===== src/rmea_pkg.sv =====
// ----------------------------------------------------------------------------
// rmea_pkg
// Shared types, constants and arctangent table for the rotation matrix to
// Euler angle converter.
// ----------------------------------------------------------------------------
package rmea_pkg;

   localparam int CORDIC_STEPS        = 14;
   localparam int ANGLE_FRACTION_BITS = 13;
   localparam int DW                  = 36;   // CORDIC x/y, Q28 plus growth
   localparam int ZW                  = 34;   // angle accumulator, Q30
   localparam int SQ_STEPS            = 29;   // root bits of a 57-bit radicand
   localparam int VW                  = 58;
   localparam int DBITS               = 29;
   localparam int OUT_SHIFT           = 30 - ANGLE_FRACTION_BITS;
   localparam int LOCK_THRESHOLD      = 16382;
   localparam int ONE_Q14             = 16384;

   localparam longint PI_Q30      = 64'sd3373259426;
   localparam longint HALF_PI_Q30 = 64'sd1686629713;

   localparam logic signed [16:0] PI_OUT =
      17'((PI_Q30 + (64'sd1 <<< (OUT_SHIFT - 1))) >>> OUT_SHIFT);
   localparam logic signed [16:0] HALF_PI_OUT =
      17'((HALF_PI_Q30 + (64'sd1 <<< (OUT_SHIFT - 1))) >>> OUT_SHIFT);

   typedef logic signed [DW-1:0] data_type;
   typedef logic signed [ZW-1:0] angle_type;

   typedef struct packed {
      logic lock;
      logic sat_pos;
      logic sat_neg;
   } flag_type;

   typedef struct packed {
      data_type h_y;
      data_type h_x;
      data_type b_y;
      data_type b_x;
      data_type p_y;
      flag_type flags;
   } side_type;

   // atan(2^-i) in Q30, truncated
   function automatic angle_type atan_entry(input int idx);
      angle_type r;
      case (idx)
         0:  r = ZW'(843314856);
         1:  r = ZW'(497837829);
         2:  r = ZW'(263043836);
         3:  r = ZW'(133525158);
         4:  r = ZW'(67021686);
         5:  r = ZW'(33543515);
         6:  r = ZW'(16775850);
         7:  r = ZW'(8388437);
         8:  r = ZW'(4194282);
         9:  r = ZW'(2097149);
         10: r = ZW'(1048575);
         11: r = ZW'(524287);
         12: r = ZW'(262143);
         13: r = ZW'(131071);
         14: r = ZW'(65535);
         15: r = ZW'(32767);
         16: r = ZW'(16383);
         17: r = ZW'(8191);
         18: r = ZW'(4095);
         19: r = ZW'(2047);
         20: r = ZW'(1023);
         21: r = ZW'(511);
         22: r = ZW'(255);
         23: r = ZW'(127);
         default: r = '0;
      endcase
      return r;
   endfunction

   // Q2.14 element to Q28
   function automatic data_type scale_elem(input logic signed [16:0] v);
      data_type t;
      t = {{(DW-17){v[16]}}, v};
      return t <<< 14;
   endfunction

   // Q30 to output format, round half up, then clamp to +-lim
   function automatic logic signed [16:0] round_clamp(input angle_type z,
                                                      input logic signed [16:0] lim);
      angle_type r;
      angle_type l;
      r = (z + (ZW'(1) <<< (OUT_SHIFT - 1))) >>> OUT_SHIFT;
      l = {{(ZW-17){lim[16]}}, lim};
      if (r > l) begin
         r = l;
      end else if (r < -l) begin
         r = -l;
      end
      return r[16:0];
   endfunction

endpackage


===== src/rmea_cordic.sv =====
// ----------------------------------------------------------------------------
// rmea_cordic
// Pipelined four-quadrant arctangent: quadrant pre-rotation stage followed by
// one vectoring CORDIC iteration per stage. Angle out in Q30.
// ----------------------------------------------------------------------------
module rmea_cordic (
   input  logic                  clock,
   input  logic                  advance,
   input  rmea_pkg::data_type    x_in,
   input  rmea_pkg::data_type    y_in,
   output rmea_pkg::angle_type   z_out
);

   localparam int N = rmea_pkg::CORDIC_STEPS + 1;

   rmea_pkg::data_type  x_ff    [N];
   rmea_pkg::data_type  y_ff    [N];
   rmea_pkg::angle_type z_ff    [N];
   logic                zero_ff [N];

   rmea_pkg::data_type  x_pre;
   rmea_pkg::data_type  y_pre;
   rmea_pkg::angle_type z_pre;

   always_comb begin
      x_pre = x_in;
      y_pre = y_in;
      z_pre = '0;
      if (x_in < 0) begin
         if (y_in >= 0) begin
            x_pre = y_in;
            y_pre = -x_in;
            z_pre = rmea_pkg::ZW'(rmea_pkg::HALF_PI_Q30);
         end else begin
            x_pre = -y_in;
            y_pre = x_in;
            z_pre = -rmea_pkg::ZW'(rmea_pkg::HALF_PI_Q30);
         end
      end
   end

   always_ff @(posedge clock) begin
      if (advance) begin
         x_ff[0]    <= x_pre;
         y_ff[0]    <= y_pre;
         z_ff[0]    <= z_pre;
         zero_ff[0] <= (x_in == 0) && (y_in == 0);
      end
   end

   for (genvar k = 0; k < rmea_pkg::CORDIC_STEPS; k++) begin : g_iter
      localparam rmea_pkg::angle_type ATAN = rmea_pkg::atan_entry(k);
      rmea_pkg::data_type  dx;
      rmea_pkg::data_type  dy;
      rmea_pkg::data_type  x_in_k;
      rmea_pkg::data_type  y_in_k;
      rmea_pkg::angle_type z_in_k;

      always_comb begin
         dx = y_ff[k] >>> k;
         dy = x_ff[k] >>> k;
         if (y_ff[k] >= 0) begin
            x_in_k = x_ff[k] + dx;
            y_in_k = y_ff[k] - dy;
            z_in_k = z_ff[k] + ATAN;
         end else begin
            x_in_k = x_ff[k] - dx;
            y_in_k = y_ff[k] + dy;
            z_in_k = z_ff[k] - ATAN;
         end
      end

      always_ff @(posedge clock) begin
         if (advance) begin
            x_ff[k+1]    <= x_in_k;
            y_ff[k+1]    <= y_in_k;
            z_ff[k+1]    <= z_in_k;
            zero_ff[k+1] <= zero_ff[k];
         end
      end
   end

   assign z_out = zero_ff[N-1] ? '0 : z_ff[N-1];

endmodule


===== config.mk =====
export PLATFORM = sky130hd
export DESIGN_NAME = rmea_cordic
export DESIGN_NICKNAME = d
export VERILOG_FILES = /design/src/rmea_pkg.sv /design/src/rmea_cordic.sv
export SDC_FILE = /design/constraint.sdc
export NUM_CORES = 2
export LEC_CHECK = 0
export ABC_CLOCK_PERIOD_IN_PS = 7700
export BUFFER_PORTS_ARGS = -buffer_cell sky130_fd_sc_hd__buf_2
export CAP_MARGIN = 20
export CORE_UTILIZATION = 65
export CTS_CLUSTER_DIAMETER = 30
export CTS_CLUSTER_SIZE = 16
export DETAILED_ROUTE_END_ITERATION = 10
export PLACE_DENSITY = 0.87
export SLEW_MARGIN = 40
export SYNTH_ARGS = -nofsm -noshare
export SYNTH_HDL_FRONTEND = slang
export SYNTH_SLANG_ARGS = --single-unit

===== constraint.sdc =====
create_clock -name clock -period 7.7 [get_ports clock]
set_input_delay 0.385 -clock clock [delete_from_list [all_inputs] [get_ports clock]]
set_output_delay 0.385 -clock clock [all_outputs]
set_load 0.05 [all_outputs]

# After elaboration in Yosys (flattened, before gate mapping)
# Memory sizes are Yosys's and may differ from the RTL's.
# Index checks and enable logic that the tools add are counted.
totals:
  ff_bits: 0
  mem_bits_rw: 1605
  input_bits: 74
  word_cells: 159
  n_memories: 4
mem_list:
  columns: ["memory", "words", "width", "rd", "rd_clocked_by_memory_dff", "write_ports", "line", "source"]
  rows:
  - ["x_ff", 15, 36, 14, 0, 15, "rmea_cordic.sv:16", "rmea_pkg::data_type x_ff [N];"]
  - ["y_ff", 15, 36, 14, 0, 15, "rmea_cordic.sv:17", "rmea_pkg::data_type y_ff [N];"]
  - ["z_ff", 15, 34, 15, 0, 15, "rmea_cordic.sv:18", "rmea_pkg::angle_type z_ff [N];"]
  - ["zero_ff", 15, 1, 15, 0, 15, "rmea_cordic.sv:19", "logic zero_ff [N];"]
op_classes:
  n_addsub: 85
  order_cmp: 16
  n_mux: 51
  reduce_logical: 3
op_table:
  columns: ["operator", "n"]
  rows:
  - ["two-way mux 36 bit", 32]
  - ["two-way mux 34 bit", 17]
  - ["greater-or-equal comparator 36 x 1 -> 1 bit, second input constant", 15]
  - ["adder 36 x 23 -> 36 bit", 2]
  - ["adder 36 x 24 -> 36 bit", 2]
  - ["adder 36 x 25 -> 36 bit", 2]
  - ["adder 36 x 26 -> 36 bit", 2]
  - ["adder 36 x 27 -> 36 bit", 2]
  - ["adder 36 x 28 -> 36 bit", 2]
  - ["adder 36 x 29 -> 36 bit", 2]
  - ["adder 36 x 30 -> 36 bit", 2]
  - ["adder 36 x 31 -> 36 bit", 2]
  - ["adder 36 x 32 -> 36 bit", 2]
  - ["adder 36 x 33 -> 36 bit", 2]
  - ["adder 36 x 34 -> 36 bit", 2]
  - ["adder 36 x 35 -> 36 bit", 2]
  - ["logical NOT 36 bit", 2]
  - ["negation 36 bit", 2]
  - ["subtractor 36 x 23 -> 36 bit", 2]
  - ["subtractor 36 x 24 -> 36 bit", 2]
  - ["subtractor 36 x 25 -> 36 bit", 2]
  - ["subtractor 36 x 26 -> 36 bit", 2]
  - ["subtractor 36 x 27 -> 36 bit", 2]
  - ["subtractor 36 x 28 -> 36 bit", 2]
  - ["other kinds (40)", 49]

# Depth between registers and ports, before layout
depth:
  ltp_word: 3
  ltp_mapped: 22

# Worst setup path before layout
# No wires, ideal clock.
synth_timing:
  path_kind: "flip-flop to flip-flop"
  start: "memory x_ff[1][13] (netlist bit)"
  end: "memory y_ff[1][69] (netlist bit), data pin"
  setup_time_ns: 0.258
  arrival_ns: 5.210
  slack_ns: 2.232
  stages_incl_launch_ff: 20
  n_path_buf: 0
  synth_period_minus_slack_ns: 5.468
  cell_sequence: "edfxtp_1 -> or3_1 -> or3b_1 -> or2_2 -> or3_1 -> or4_1 -> or3_1 -> o41ai_1 -> xor2_1 -> ha_1 -> a21o_1 -> a21o_1 -> a21oi_1 -> nor2b_1 -> o21ai_0 -> nand2_1 -> or4_1 -> a31o_2 -> a21oi_1 -> xnor2_1"
synth_lines:
  columns: ["element", "line"]
  rows:
  - ["start, declared", "rmea_cordic.sv:16"]
  - ["end, declared", "rmea_cordic.sv:17"]

==> run summary <==
TritonCTS built the clock tree. Library cell with the highest instance count after synthesis: sky130_fd_sc_hd__edfxtp_1. For the final wirelength, the log shows 339,000 µm. After clock tree synthesis, the clock-pin slew on the worst setup and hold paths is 0.05 ns. The clock latency reported for the late side of the worst-skew pair is 0.96 ns, and the number of max-slew violations in the final report is 0. Input and output buffers added on the ports amount to 107. Setup repair after global routing left no endpoint under its margin. In this run the cell area of the synthesized design comes to 121,000 µm². For the worst setup path, the data required time is 8.32 ns. The run gives 0 as the post-detailed-route count of antenna-violating nets. For the total global routing overflow, the log shows 0.

The checks that failed: DRC. The largest driver fanout on the critical path works out to 7. The number of levels in the clock H-tree came out at 5. The routed design could run at a clock period as short as 6.03 ns. The post-CTS setup buffer count came out at 0. In this run, CTS created clock tree buffers numbering 335.

The floorplan has 158 rows. The startpoint identified for the worst register-to-register timing path is x_ff[0][225]$_DFFE_PP_. Sorting the synthesized cells by how often they occur yields 1,413 x sky130_fd_sc_hd__edfxtp_1, 1,328 x sky130_fd_sc_hd__ha_1, 1,182 x sky130_fd_sc_hd__a21oi_1, 1,130 x sky130_fd_sc_hd__xnor2_1, 829 x sky130_fd_sc_hd__nor2_1. Count of routing violations after the opening detailed-route iteration: 7,264. The area growth from synthesis to layout is 12.9%. The largest net degree at the start of global routing came out at 169.

Clock skew on the completed layout was measured at 0.0897 ns. The run gives 4 as the number of buffers on the longest clock path. Root cell of the clock tree: sky130_fd_sc_hd__clkbuf_16. The DRC violation count after routing was 3.

In the routed layout, each cell is associated on average with a via count of 6.39. The critical path starts at x_ff[0][225]$_DFFE_PP_. The yosys synthesis warning count was 0.

STA classifies the critical path endpoint as a register. The endpoint of the most critical setup path was y_ff[0][280]$_DFFE_PP_. A synthesized cell averages 9.55 µm². The tree built by TritonCTS fans out to 1,413 sinks.

For this run, the leading register cell type out of synthesis is sky130_fd_sc_hd__edfxtp_1. STA classifies the critical path startpoint as a register. The routed layout has 101k vias.

The logs give 6.64 ns for the signal arrival time at the worst endpoint and 14.5k for the number of nets at the end of the flow. The number of placed I/O pins is 108. From left edge to right edge, the die measures 434 µm. The routed length per instance was 21.4 µm; the number of enable flip-flop cells after synthesis was 1,413. In this run the worst hold path is classified as input port to register. The fill cell instance count of the final layout was 12.8k. The synthesized design devotes to its leading area cell type 35.0% of total area.

The number of search-and-repair iterations in the first detailed-routing pass is 9, and the global-route usage over all layers is 35.1%. The fraction of the cycle the final worst path needs works out to 78.3%. The flow ran to the end, but the final reports show violations.

Summed over all failing endpoints, the final setup total negative slack is 0 ns. The count of unique library cells instantiated by Yosys was 92; the count of maximum capacitance violations was 0. The logs give 35.0% for the share of the yosys chip area belonging to registers and 0 for the final-report hold violation count. The async set-reset flop share out of synthesis was 0%.

For this configuration, the core starts out at a cell density of 65.4%. The number of hold buffers added after CTS was 104. The fmax was 166 MHz.

The setup path with the least slack is of type register to register. Capture instance of the worst register-to-register path: y_ff[0][280]$_DFFE_PP_. For the quantity of gates resized following cts, the log shows 0. The worst-case register-to-register setup slack was 1.67 ns. The tools report the tightest slew margin relative to the limit as 36.8%. The cell count of the worst reg-to-reg path came out at 17. By area the synthesized netlist is led by sky130_fd_sc_hd__edfxtp_1 35%, sky130_fd_sc_hd__ha_1 14%, sky130_fd_sc_hd__xnor2_1 8.2%. The full die area came out at 188,000 µm².

The logs give 101k for the via count of the first global-routing pass and 185,000 µm² for the core region area. Setup violations remaining at the end of the flow were counted as 0. At the pin with the least slew margin, the transition time is 0.924 ns. The number of antenna violations at the first check in global routing was 23; the number of synthesized register bits was 1,413. The first global-routing pass estimated 527,000 µm of wire. Die outline height: 434 µm. sky130_fd_sc_hd__edfxtp_1 takes more of the synthesized area than any other cell. The congestion estimate from routability-driven global placement came to 1.04.

The share of layout cells above drive strength 1 came out at 6.10%. Once detailed placement completed, the half-perimeter wirelength came to 253,000 µm. In the synthesized netlist, the number of instances is 12.7k.
## sequential cells by signal, indices dropped and copies added, names as in the netlist
name     flops
x_ff       455
y_ff       469
zero_ff     15
z_ff       474
## layout by cell type, fill, tap and decap left out, types with 159 or more instances in the layout
master / n
sky130_fd_sc_hd__a21o_1: 657
sky130_fd_sc_hd__a21oi_1: 1181
sky130_fd_sc_hd__clkbuf_16: 337
sky130_fd_sc_hd__edfxtp_1: 1413
sky130_fd_sc_hd__ha_1: 1328
sky130_fd_sc_hd__inv_1: 497
sky130_fd_sc_hd__nand2_1: 712
sky130_fd_sc_hd__nand2b_1: 258
sky130_fd_sc_hd__nand3_1: 209
sky130_fd_sc_hd__nor2_1: 829
sky130_fd_sc_hd__nor2b_1: 242
sky130_fd_sc_hd__nor3_1: 218
sky130_fd_sc_hd__o21a_1: 195
sky130_fd_sc_hd__o21ai_0: 812
sky130_fd_sc_hd__o31ai_1: 223
sky130_fd_sc_hd__or3_1: 159
sky130_fd_sc_hd__xnor2_1: 1127
sky130_fd_sc_hd__xor2_1: 727
## worst min path at each step
| stage | to | slack (ns) | depth (start not counted) | from |
|---|---|---|---|---|
| finish | y_ff[0][23]$_DFFE_PP_ | 0.20 | 3 | x_in[23] |
| global route | y_ff[0][23]$_DFFE_PP_ | 0.14 | 3 | x_in[23] |
| CTS | y_ff[0][23]$_DFFE_PP_ | 0.04 | 3 | x_in[23] |
| detailed placement | zero_ff[6][0]$_DFFE_PP_ | 0.41 | 0 | zero_ff[5][1]$_DFFE_PP_ |
| global placement | zero_ff[1][1]$_DFFE_PP_ | 0.40 | 0 | zero_ff[1][0]$_DFFE_PP_ |
| floorplan | z_ff[0][102]$_DFFE_PP_ | 0.40 | 0 | z_ff[0][68]$_DFFE_PP_ |
## cell families after synthesis
group / synth area share, %
compound gates: 21.1
other cells: 0.00309
flops: 35.0
simple gates: 13.3
xor+xnor: 13.4
buf+inv: 2.46
fa+ha+maj: 14.4
mux: 0.347
## routing by layer
layer  vias up  routed length (µm)  part of all wire [%]  track usage [%]
met5         -                  66                 0.019                0
met4        10               26800                   7.9             25.9
met3      1454               18300                   5.4             6.25
met2      3906              175000                    52             65.2
met1     47700              119000                    35             34.6
li1      48200                   -                     -                -
## per-stage QoR
| stage | hold WS (ns) | util (%) | instances | cell area, µm² | setup slack (ns) |
|---|---|---|---|---|---|
| 2_1_floorplan | 0.400 | - | 12800 | 121000 | 2.23 |
| 6_report | 0.195 | 73.8 | 15800 | 137000 | 1.67 |
| 5_1_grt | 0.143 | 73.8 | 15800 | 137000 | 1.37 |
| 3_5_place_dp | 0.406 | 67.3 | 15100 | 125000 | 1.84 |
| 3_3_place_gp | 0.403 | 67.2 | 15100 | 125000 | 1.81 |
| 4_1_cts | 0.0435 | 73.7 | 15800 | 137000 | 1.76 |
## cell type report
| class | count | area (µm²) | share of cell area, % |
|---|---|---|---|
| clock inverter | 209 | 2380 | 1.74 |
| tap | 2480 | 3100 | 2.27 |
| sequential | 1413 | 42400 | 31.0 |
| antenna | 19 | 47.5 | 0.0347 |
| clock buffer | 379 | 8590 | 6.28 |
| timing repair buffer | 285 | 2330 | 1.70 |
| multi-input combinational | 10500 | 76100 | 55.6 |
| inverter | 505 | 1900 | 1.38 |
## critical path, stage by stage, from the launching register on
cell,delay [ns]
sky130_fd_sc_hd__edfxtp_1,0.48
sky130_fd_sc_hd__or4_1,0.53
sky130_fd_sc_hd__or3_1,0.34
sky130_fd_sc_hd__or2_2,0.32
sky130_fd_sc_hd__or4_1,0.68
sky130_fd_sc_hd__o21ai_0,0.27
sky130_fd_sc_hd__xor2_1,0.17
sky130_fd_sc_hd__ha_1,0.33
sky130_fd_sc_hd__a21o_1,0.19
sky130_fd_sc_hd__a21o_1,0.17
sky130_fd_sc_hd__a41oi_1,0.15
sky130_fd_sc_hd__o21ai_0,0.23
sky130_fd_sc_hd__a2111oi_0,0.90
sky130_fd_sc_hd__o21bai_1,0.16
sky130_fd_sc_hd__a21oi_1,0.39
sky130_fd_sc_hd__o21bai_1,0.14
sky130_fd_sc_hd__a21oi_1,0.19
sky130_fd_sc_hd__xnor2_1,0.08
Power is not shown: default switching activity piles up to over one toggle a cycle in this logic, so the estimate is an artifact.
